## config.mk

```make
export PLATFORM = sky130hd
export DESIGN_NAME = ecda_ctrl
export DESIGN_NICKNAME = d
export VERILOG_FILES = /design/src/rtl/ecda_pkg.sv /design/src/rtl/ecda_ctrl.sv
export SDC_FILE = /design/constraint.sdc
export NUM_CORES = 1
export LEC_CHECK = 0
export BUFFER_PORTS_ARGS = -buffer_cell sky130_fd_sc_hd__buf_2
export CORE_MARGIN = 2
export CORE_UTILIZATION = 53
export CTS_CLUSTER_DIAMETER = 50
export DETAILED_ROUTE_END_ITERATION = 6
export GPL_TIMING_DRIVEN = 0
export PLACE_DENSITY = 0.75
export SYNTH_ARGS = -nofsm -noshare
export SYNTH_HDL_FRONTEND = slang
export SYNTH_SLANG_ARGS = --single-unit
```

## constraint.sdc

```tcl
create_clock -name clk -period 3.6 [get_ports clk]
set_clock_uncertainty 0.05 [all_clocks]
set_input_delay 0.36 -clock clk [delete_from_list [all_inputs] [get_ports clk]]
set_output_delay 0.36 -clock clk [all_outputs]
set_load 0.01 [all_outputs]
```

## src/rtl/ecda_pkg.sv

```systemverilog
package ecda_pkg;

  localparam logic [1:0] KIND_EVENT = 2'd0;
  localparam logic [1:0] KIND_DECAY = 2'd1;
  localparam logic [1:0] KIND_READ  = 2'd2;

  localparam logic CFG_DECAY_RATE    = 1'b0;
  localparam logic CFG_CONTRAST_STEP = 1'b1;

  localparam logic [31:0] DECAY_RATE_RESET    = 32'd8590;
  localparam logic [23:0] CONTRAST_STEP_RESET = 24'd6554;

  localparam logic [4:0]  TAYLOR_LAST   = 5'd20;
  localparam logic [1:0]  SQUARE_LAST   = 2'd3;
  localparam logic [31:0] ONE_Q31       = 32'h8000_0000;
  localparam logic [16:0] FACTOR_ONE    = 17'h1_0000;
  localparam logic [31:0] EXP_LIMIT_HI  = 32'd12;

  typedef struct packed {
    logic       take;
    logic       clear_we;
    logic       ev_write;
    logic       out_load;
    logic       dc_mul;
    logic       dc_chk;
    logic       ty_mul;
    logic       div_start;
    logic       ty_acc;
    logic       sq_init;
    logic       sq_mul;
    logic       sq_rnd;
    logic       fact;
    logic       sweep_rd;
    logic       set_last;
    logic [4:0] term_k;
  } ecda_cmd_t;

  typedef struct packed {
    logic x_back;
    logic x_big;
    logic div_done;
    logic f_one;
    logic pipe_busy;
    logic out_full;
  } ecda_status_t;

endpackage

```

## src/rtl/ecda_ctrl.sv

```systemverilog
module ecda_ctrl #(
  parameter int IMAGE_WIDTH  = 256,
  parameter int IMAGE_HEIGHT = 256,
  parameter int ADDR_W       = 16
) (
  input  logic                   clk,
  input  logic                   rst,
  input  logic                   item_valid,
  input  logic [1:0]             item_kind,
  output logic                   item_ready,
  input  ecda_pkg::ecda_status_t status,
  output ecda_pkg::ecda_cmd_t    cmd,
  output logic [ADDR_W-1:0]      walk_addr
);
  import ecda_pkg::*;

  localparam int Depth = IMAGE_WIDTH * IMAGE_HEIGHT;
  localparam logic [ADDR_W-1:0] LastAddr = ADDR_W'(Depth - 1);

  typedef enum logic [19:0] {
    S_CLEAR    = 20'h00001,
    S_IDLE     = 20'h00002,
    S_EV_RD    = 20'h00004,
    S_EV_WR    = 20'h00008,
    S_RD_RD    = 20'h00010,
    S_RD_OUT   = 20'h00020,
    S_DC_MUL   = 20'h00040,
    S_DC_CHK   = 20'h00080,
    S_TY_MUL   = 20'h00100,
    S_TY_START = 20'h00200,
    S_TY_DIV   = 20'h00400,
    S_TY_ACC   = 20'h00800,
    S_SQ_INIT  = 20'h01000,
    S_SQ_MUL   = 20'h02000,
    S_SQ_RND   = 20'h04000,
    S_FACT     = 20'h08000,
    S_FCHK     = 20'h10000,
    S_SWEEP    = 20'h20000,
    S_DRAIN    = 20'h40000,
    S_FINISH   = 20'h80000
  } state_t;

  state_t            state;
  state_t            state_next;
  logic [ADDR_W-1:0] cnt;
  logic [ADDR_W-1:0] cnt_next;
  logic [4:0]        k;
  logic [4:0]        k_next;
  logic [1:0]        j;
  logic [1:0]        j_next;

  always_ff @(posedge clk) begin
    if (rst) begin
      state <= S_CLEAR;
      cnt   <= '0;
      k     <= 5'd1;
      j     <= 2'd0;
    end else begin
      state <= state_next;
      cnt   <= cnt_next;
      k     <= k_next;
      j     <= j_next;
    end
  end

  assign walk_addr  = cnt;
  assign item_ready = state == S_IDLE;

  always_comb begin
    state_next = state;
    cnt_next   = cnt;
    k_next     = k;
    j_next     = j;
    cmd        = '0;
    cmd.term_k = k;
    case (state)
      S_CLEAR: begin
        cmd.clear_we = 1'b1;
        cnt_next     = cnt + 1'b1;
        if (cnt == LastAddr) begin
          cnt_next   = '0;
          state_next = S_IDLE;
        end
      end
      S_IDLE: begin
        if (item_valid) begin
          cmd.take = 1'b1;
          case (item_kind)
            KIND_EVENT: state_next = S_EV_RD;
            KIND_DECAY: state_next = S_DC_MUL;
            KIND_READ:  state_next = S_RD_RD;
            default:    state_next = S_IDLE;
          endcase
        end
      end
      S_EV_RD: state_next = S_EV_WR;
      S_EV_WR: begin
        cmd.ev_write = 1'b1;
        state_next   = S_IDLE;
      end
      S_RD_RD: state_next = S_RD_OUT;
      S_RD_OUT: begin
        if (!status.out_full) begin
          cmd.out_load = 1'b1;
          state_next   = S_IDLE;
        end
      end
      S_DC_MUL: begin
        cmd.dc_mul = 1'b1;
        k_next     = 5'd1;
        j_next     = 2'd0;
        state_next = S_DC_CHK;
      end
      S_DC_CHK: begin
        cmd.dc_chk = 1'b1;
        if (status.x_back) begin
          state_next = S_FINISH;
        end else if (status.x_big) begin
          state_next = S_SWEEP;
        end else begin
          state_next = S_TY_MUL;
        end
      end
      S_TY_MUL: begin
        cmd.ty_mul = 1'b1;
        state_next = S_TY_START;
      end
      S_TY_START: begin
        cmd.div_start = 1'b1;
        state_next    = S_TY_DIV;
      end
      S_TY_DIV: begin
        if (status.div_done) begin
          state_next = S_TY_ACC;
        end
      end
      S_TY_ACC: begin
        cmd.ty_acc = 1'b1;
        k_next     = k + 5'd1;
        state_next = (k == TAYLOR_LAST) ? S_SQ_INIT : S_TY_MUL;
      end
      S_SQ_INIT: begin
        cmd.sq_init = 1'b1;
        state_next  = S_SQ_MUL;
      end
      S_SQ_MUL: begin
        cmd.sq_mul = 1'b1;
        state_next = S_SQ_RND;
      end
      S_SQ_RND: begin
        cmd.sq_rnd = 1'b1;
        j_next     = j + 2'd1;
        state_next = (j == SQUARE_LAST) ? S_FACT : S_SQ_MUL;
      end
      S_FACT: begin
        cmd.fact   = 1'b1;
        state_next = S_FCHK;
      end
      S_FCHK: state_next = status.f_one ? S_FINISH : S_SWEEP;
      S_SWEEP: begin
        cmd.sweep_rd = 1'b1;
        cnt_next     = cnt + 1'b1;
        if (cnt == LastAddr) begin
          cnt_next   = '0;
          state_next = S_DRAIN;
        end
      end
      S_DRAIN: begin
        if (!status.pipe_busy) begin
          state_next = S_FINISH;
        end
      end
      S_FINISH: begin
        cmd.set_last = 1'b1;
        state_next   = S_IDLE;
      end
      default: state_next = S_CLEAR;
    endcase
  end
endmodule

```

==> results list, run 1 <==
- In this run the critical register-to-register path is captured at k[0].
- Max cap viols: 0
* Syn nets: slightly below 300
- Antenna-violating nets left: 0
- Critical path data required time: between 3000 and 4000 ps
* I/O pin cnt: between 40 and 50
* Largest family of logic cells by synthesized area: simple AND/OR/NAND/NOR gates
* Quantity of I/O buffers inserted on ports: 46
* Worst-case clock buffer depth: 2
* Critical path, cell by cell: nor4_2 > nand2_1 > nor3_1 > buf_2
* Placer Congestion: between 0.8 and 0.9
* TritonCTS clock tree: done
* Cell taking the most area after synthesis: dfxtp_1
- Setup violations remaining at the end of the flow were counted as 0.
- The number of hold buffers added after CTS was 0.
- Yosys mapped a number of flops with a built-in enable equal to 0.
- Classification of the worst setup path: register to output pin
- Final Hold Slack: ~200 ps
- Clock tree synthesis inserted a total of 5 buffers.
* Synthesized area per cell: 8.77 um2
* Antenna cells: 0
- The path class of the tightest hold or removal check is primary input to register.
- The routed design has a little under 6 mm of wire.
- Largest net degree at the start of global routing: 15
- The smallest clock period supported by the final layout is computed as roughly 2900 ps.
- STA classifies the critical path startpoint as a register.
- After synthesis, the netlist uses 58 different library cells.
- Run status: complete, no violations
- The floorplan step defined a die boundary enclosing around 5200 um2.
- The HPWL after detailed placement is about 4.5 mm.
* Post-Synth Adder-Cell Area: 0.0202
- Iteration count of the initial detailed-routing pass: 4
* Actual transition at the worst max-transition pin: roughly 900 ps
- In this run the tightest slew margin relative to its limit is 0.406.
- Measured along the x axis, the die boundary spans slightly above 70 um.
- From bottom edge to top edge, the die measures roughly 72 um.
- Startpoint of the most critical register-to-register path: state[12]
* Proportion of synthesized chip area in sequential cells: 0.348
- For this run, the slowest stage of the critical path takes 770 ps.
* Synthesized-area fraction occupied by ao, oa, aoi and oai cells: 0.105
* Overflow after GRT: 0
- The worst register-to-register path has a setup slack of between 900 and 1000 ps.
- After synthesis the netlist holds a flip-flop and latch count of 43.
- Root cell of the clock tree: clkbuf_8
* Clock network latency to the later pin of the worst-skew pair: roughly 300 ps
- Timing would allow up to between 0.3 and 0.4 GHz.
- Element type at the critical path end: output pin
- The first global-routing pass estimated 10.1 mm of wire.
- Mapped Area: roughly 2500 um2
* Violation count after the first detailed-route iteration: ~140
- In this run the static leakage power is 1.19 nW.
- YS warnings: 0
- Clock sink count: 43
- Cells after synthesis: about 280
- The commonest cells after synthesis are dfxtp_1 (43), nor2_1 (41), nand2_1 (21).
- After detailed routing, the number of remaining DRC violations is 0.
- Crit path max-delay cell type: nor3_1
- The final number of hold-violating endpoints was 0.
* Area share of the largest cell type after synthesis: 0.348
- Post-Place Setup Slack: between 900 and 1000 ps
* Total number of vias: between 2,000 and 2,500
- Clock transition at path regs: around 90 ps
- Leading cell type by number of instances after synthesis: dfxtp_1
- Final core area utilization: 0.652
- The via count of the first global-routing pass came to approximately 2,100.
* WL per Instance: about 15 um
- Power Density: approximately 450 nW/um2
* Setup repair after global routing missed its margin: no
- Worst reg-to-reg path cell count: 6
- The startpoint identified for the worst hold timing path is item_kind[1].
* Post-route fraction of the period consumed by the critical path: 0.814
- Total Negative Setup Slacks: 0 ps
- Counting instances, the worst hold path has a depth of 2.
- Antenna violations before repair: 0
- The final count of pins violating max slew was 0.
- Share of final-layout standard cells stronger than drive strength 1: 0.244
- For this configuration, the core starts out at a cell density of 0.560.
* Max IR drop VDD: 0.000289 V
- Across every metal layer, demand over resource in global routing totals 0.244.
- CTS built an H-tree with a depth of 2.
- The most used flip-flop cell after synthesis is dfxtp_1.
- Worst Slack Setup Final: ~670 ps
- Measured against the total synthesized area, the mux share comes to 0.00860.
- For this run, the post-layout net count is 350.
* Critical path peak fanout: 7
- The initialized floorplan defines 24 standard-cell rows.
- The area growth from synthesis to layout is 16.5%.
* Synth async-reset ratio: 0
- Share of the synthesized netlist area taken by xor and xnor gates: 0.0709
- Arrival time worst endpoint: about 2500 ps
- Core Box Area: about 4400 um2
* Simple-Gate Fraction of Synth Area: 0.411
- After clock tree synthesis, the setup repair step added 0 buffers.
- Dominant cells by area after synthesis: dfxtp_1 (35%), nor2_1 (6.2%), xnor2_1 (5.3%)
* Worst hold endpoint: state[6]
* Vias per cell: between 5 and 6
* Total of cells resized after clock tree synthesis: 0
[flip-flops by register name, summed over array words and instances (netlist names)]
name       flops
k              5
j              2
state         20
walk_addr     16
[placed cells by master, fill, tap and decap left out, types with 6 or more instances in the layout]
cell,count
buf_2,48
dfxtp_1,43
nor2_1,41
nand2_1,21
nand3_1,15
xnor2_1,15
nor3_1,11
inv_1,10
nor4_1,8
nor3b_1,8
nor3_2,7
nor4b_1,6
nand2b_1,6
a21oi_1,6
[worst max-delay path: cells and delay by family, from the launching register on]
family	cells	cell delay (ps)
simple gates	3	1600
flops	1	350
buf+inv	1	270
[logic make-up (layout without fill, tap and decap cells)]
family                   count (synthesis)  after routing
multiplexers                             2              2
adder cells (fa/ha/maj)                  4              4
AO/OA/AOI/OAI                           33             33
AND/OR/NAND/NOR                        162            162
flip-flops                              43             43
XOR/XNOR                                20             20
buffers and inverters                   18             72
[how the worst max path moves through the flow]
| stage | endpoint | cells after the start | from |
|---|---|---|---|
| detailed placement | k[0] | 6 | state[12] |
| finish | cmd[11] | 4 | state[12] |
| floorplan | state[0] | 8 | state[9] |
| CTS | cmd[11] | 4 | state[12] |
| global placement | state[0] | 6 | state[12] |
| global route | cmd[11] | 4 | state[12] |
[metal layers]
layer / up-vias / routed length [um] / global-route usage
li1: 1146 / - / -
met1: 1069 / 2840 / 0.358
met2: 77 / 2540 / 0.366
met3: 9 / 420 / 0.0458
met4: 0 / 78 / 0.0692
met5: - / 0 / 0
[final cells by class]
cell class	instances	area, um2
Inverter	11	42.5
Clock inverter	3	43.8
Fill cell	412	1530
Multi-Input combinational cell	221	1520
Clock buffer	5	68.8
Tap cell	52	65.1
Timing Repair Buffer	46	230
Sequential cell	43	861
Buffer	7	47.5
[per-stage QoR]
| stage | total power, mW | cell area, um2 | std cells |
|---|---|---|---|
| 3_5_place_dp | 0.916 | 2770 | 380 |
| 3_3_place_gp | 0.913 | 2770 | 380 |
| 6_report | 1.30 | 2880 | 388 |
| 5_1_grt | 1.36 | 2880 | 388 |
| 2_1_floorplan | 0.810 | 2470 | 282 |
| 4_1_cts | 1.30 | 2880 | 388 |
[power breakdown]
group,internal (mW),switching [mW]
registers,0.497,0.0289
clock network,0.207,0.180
logic,0.135,0.248
total,0.840,0.458
No activity file was read; power rests on OpenSTA's default activity.
==> run 2, diff against run 1 <==
Settings changed: ABC_AREA from default to 1.
Clock period 3.6 ns to 2.7 ns, I/O delays scaled along.
==> results list, run 2 <==
- Flop and latch count out of synthesis: 43 (unchanged)
- The share of post-route cells with drive strength above 1 came to 0.221 (was 0.244).
* Most frequent cells after synthesis: nand2_1 (81), inv_1 (53), nor2_1 (49) (was dfxtp_1 (43), nor2_1 (41), nand2_1 (21))
- Worst-case clock buffer depth: 2 (unchanged)
* Cts hold-fix bufs: 0 (unchanged)
- The post-synthesis instance total came to 403 (was 282).
* Via count of the first global-routing pass: 2,335 (was 2,088)
- YS warnings: 0 (unchanged)
- Die Ht: 74.2 um (was 72.3 um)
* Root cell of the clock tree: clkbuf_8 (unchanged)
- Final Hold Slack: 184 ps (was 203 ps)
* Antenna cells: 0 (unchanged)
- Run status: complete, no violations (unchanged).
- Clock network latency to the later pin of the worst-skew pair: 300 ps (about the same)
* Largest delay contributor family on the critical path: simple AND/OR/NAND/NOR gates (unchanged)
- Critical path peak fanout: 6 (was 7)
- The worst path arrival time came to 1830 ps (was 2520 ps).
* Row count: 25 (was 24)
- The final number of hold-violating endpoints came to 0 (unchanged).
- Vias per cell: 5.09 (was 5.93)
* Clock transition at path regs: 90 ps (about the same)
- The worst-case vdd ir drop is 0.000269 V (was 0.000289 V).
- Worst hold path type: primary input to register (unchanged)
* Global-route wire length before repair: 10.1 mm (about the same)
* Worst Setup Start Kind: register (unchanged)
* Count of final setup violators: 0 (unchanged)
* Library cell appearing most often on the critical path: nor2_1
- Register-to-register setup slack: 730 ps (was 920 ps)
* Flip-flop count of the largest register, all copies and words added: 20 (unchanged)
- Synthesized area per cell: 6.49 um2 (was 8.77 um2)
- Overflow after GRT: 0 (unchanged)
- Dominant cells by area after synthesis: dfxtp_1 (33%), nand2_1 (12%), inv_1 (7.6%) (was dfxtp_1 (35%), nor2_1 (6.2%), xnor2_1 (5.3%))
- Quantity of I/O buffers inserted on ports: 47 (was 46)
- The fill cell total of the finished layout came to 499 (was 412).
* Violation count after the first detailed-route iteration: 226 (was 135)
- Worst-case headroom to the max-slew limit: 0.604 (was 0.406)
- Antenna-violating nets left: 0 (unchanged)
- Maximum frequency from static timing analysis: 0.465 GHz
- Max-slew violations: 0 (unchanged)
- The finished layout cell area was 3020 um2 (was 2880 um2).
- The required time of the worst setup path was 2380 ps (was 3190 ps).
- Die outline width: 74.2 um (was 72.3 um)
- The layout net count is 472 (was 350).
* Leading cell type by number of instances after synthesis: nand2_1 (was dfxtp_1)
- Number of enable-type register cells in the synthesized netlist: 0 (unchanged)
- The initial antenna violation count came to 0 (unchanged).
* Core Box Area: 4750 um2 (was 4410 um2)
- The global routing usage summed across all routing layers is 0.236 (was 0.244).
* Most common cell after layout, fill and taps aside: nand2_1 (was buf_2)
* Sw Share: 0.403 (was 0.353)
- The dominant cell type by area after synthesis is dfxtp_1 (unchanged).
- In the finished design, the share of the clock period the worst path needs comes to 0.797.
* I/O pin cnt: 48 (unchanged)
- Placed wire-length estimate after detailed placement: 4.96 mm (was 4.46 mm)
- The post-detailed-placement cell area was 2930 um2 (was 2770 um2).
- Clock sink count: 43 (unchanged)
* Final critical delay including setup and external delays: between 2000 and 2500 ps
- The part of the total power dissipated in sequential elements was 0.407 (was 0.406).
- The standby leakage power came to 1.49 nW (was 1.19 nW).
- The register with the most flip-flops is state (unchanged).
- Effective utilization at floorplan: 0.550 (was 0.560)
- Largest net degree at the start of global routing: 14 (was 15)
- TritonCTS clock tree: done (unchanged)
- Clk network pwr share: 0.238 (was 0.298)
* Mapped Area: 2620 um2 (was 2470 um2)
* Die area: 5510 um2 (was 5230 um2)
- Critical path, cell by cell: nor2_1 > nand2_2 > nor2_2 > nand2_1 > nor2_1 > buf_2 (was nor4_2 > nand2_1 > nor3_1 > buf_2)
* Total wire length after detailed routing: 6.33 mm (was 5.88 mm)
* TritonCTS Buffers: 5 (unchanged)
- Total number of vias: 2,671 (was 2,301)
* Part of the power in combinational logic: 0.355 (was 0.296)
* Max cap viols: 0 (unchanged)
- Setup repair after global routing missed its margin: no (unchanged).
* Overall power consumption: 1.73 mW (was 1.30 mW)
- Total Negative Setup Slacks: 0 ps (unchanged)
- The main flop type after synthesis was dfxtp_1 (unchanged).
- The post-synth net total is 418 (was 297).
* Classification of the worst setup path: register to output pin (unchanged)
- The cell with the largest stage delay on the worst path is dfxtp_1 (was nor3_1).
* Number of unique standard cell types used by synthesis: 35 (was 58)
- The share of the yosys chip area belonging to registers is 0.329 (was 0.348).
* Crit path buffers/inverters: 1 (unchanged)
* Area share of the largest cell type after synthesis: 0.329 (was 0.348)
* Placer Congestion: 0.885 (was 0.900)
* Commonest cells after routing, fill and taps aside: nand2_1 (81), inv_1 (53), nor2_1 (49), buf_2 (47), dfxtp_1 (43) (was buf_2 (48), dfxtp_1 (43), nor2_1 (41), nand2_1 (21))
- The largest incremental delay on the critical path is 330 ps (was 770 ps).
- Area growth from synthesis to layout: 15.4% (was 16.5%)
- The count of instances resized after the clock tree is built came to 0 (unchanged).
* WL per Instance: 12.1 um (was 15.2 um)
* Remaining routing DRC violations: 0 (unchanged)
- The internal power is 1.03 mW (was 0.840 mW).
* Actual transition at the worst max-transition pin: 594 ps (was 884 ps)
- Switch Pwr: 0.695 mW (was 0.458 mW)
* Synth async-reset ratio: 0 (unchanged)
- The H-tree depth came to 2 (unchanged).
- Iteration count of the initial detailed-routing pass: 4 (unchanged)
* Element type at the critical path end: output pin (unchanged)
- Post-CTS setup-driven buffer insertion count: 0 (unchanged)
* Power Density: 572 nW/um2 (was 450 nW/um2)
## run 2: changes by cell type in the layout (fill, tap and decap cells not counted), sizes merged, moves of 14 or more
cell	previous run	this run
nand2	21	92
nor2	42	61
xnor2	15	1
nand3	16	37
inv	10	70
a21oi	6	25
## run 2: kinds of logic after synthesis
| logic type | count (synthesis) | synth area share |
|---|---|---|
| AO/OA/AOI/OAI | 34 | 0.0703 |
| XOR/XNOR | 7 | 0.0234 |
| adder cells (fa/ha/maj) | 4 | 0.0191 |
| buffers and inverters | 74 | 0.107 |
| flip-flops | 43 | 0.329 |
| AND/OR/NAND/NOR | 241 | 0.451 |
## run 2: power groups by stage
stage / clock network (mW) / logic [mW] / registers (mW)
final: 0.411 / 0.612 / 0.703
after global routing: 0.442 / 0.681 / 0.709
after CTS: 0.415 / 0.615 / 0.703
after detailed placement: 0 / 0.612 / 0.718
after global placement: 0 / 0.603 / 0.717
after floorplan: 0 / 0.455 / 0.720
## run 2: path summary, 6_finish.rpt
| kind | depth (start not counted) | start | endpoint |
|---|---|---|---|
| worst min-delay path | 2 | rst | state[12] |
| worst max-delay path | 6 | state[19] | cmd[10] |
| worst max register to register | 9 | walk_addr[0] | state[11] |
| worst min register to register | 1 | j[0] | j[0] |
## run 2: worst reg2reg max path, cell delays in order, from the launching register on
cell and delay, ps:
dfxtp_1 390, ha_1 250, nand2_1 100, nor2_1 280, nand4_1 220, nand2_2 160, nand2_2 110, inv_2 180
nand3b_1 120, inv_2 70
## run 2: routing by layer
layer | GRT usage | wire [um] | vias to the layer above
met5 | 0 | 0 | -
met4 | 0.0734 | 68 | 0
met3 | 0.0393 | 316 | 9
met2 | 0.393 | 3010 | 66
met1 | 0.314 | 2940 | 1199
li1 | - | - | 1397
## run 2: layout make-up
class,instances,area [um2],share of cell area
well taps,67,83.8,0.0278
multi-input cells,286,1470,0.488
inverters,71,269,0.0891
repair buffers,47,235,0.0779
flip-flops and latches,43,861,0.285
clock buffers,5,68.8,0.0228
plain buffers,3,11.3,0.00373
clock inverters,3,15.0,0.00498
## run 2: stage by stage
stage          cells  setup WS (ps)   util
2_1_floorplan    403           1030      -
3_3_place_gp     517            763  0.617
3_5_place_dp     517            757  0.617
4_1_cts          525            591  0.635
5_1_grt          525            418  0.635
6_report         525            549  0.635
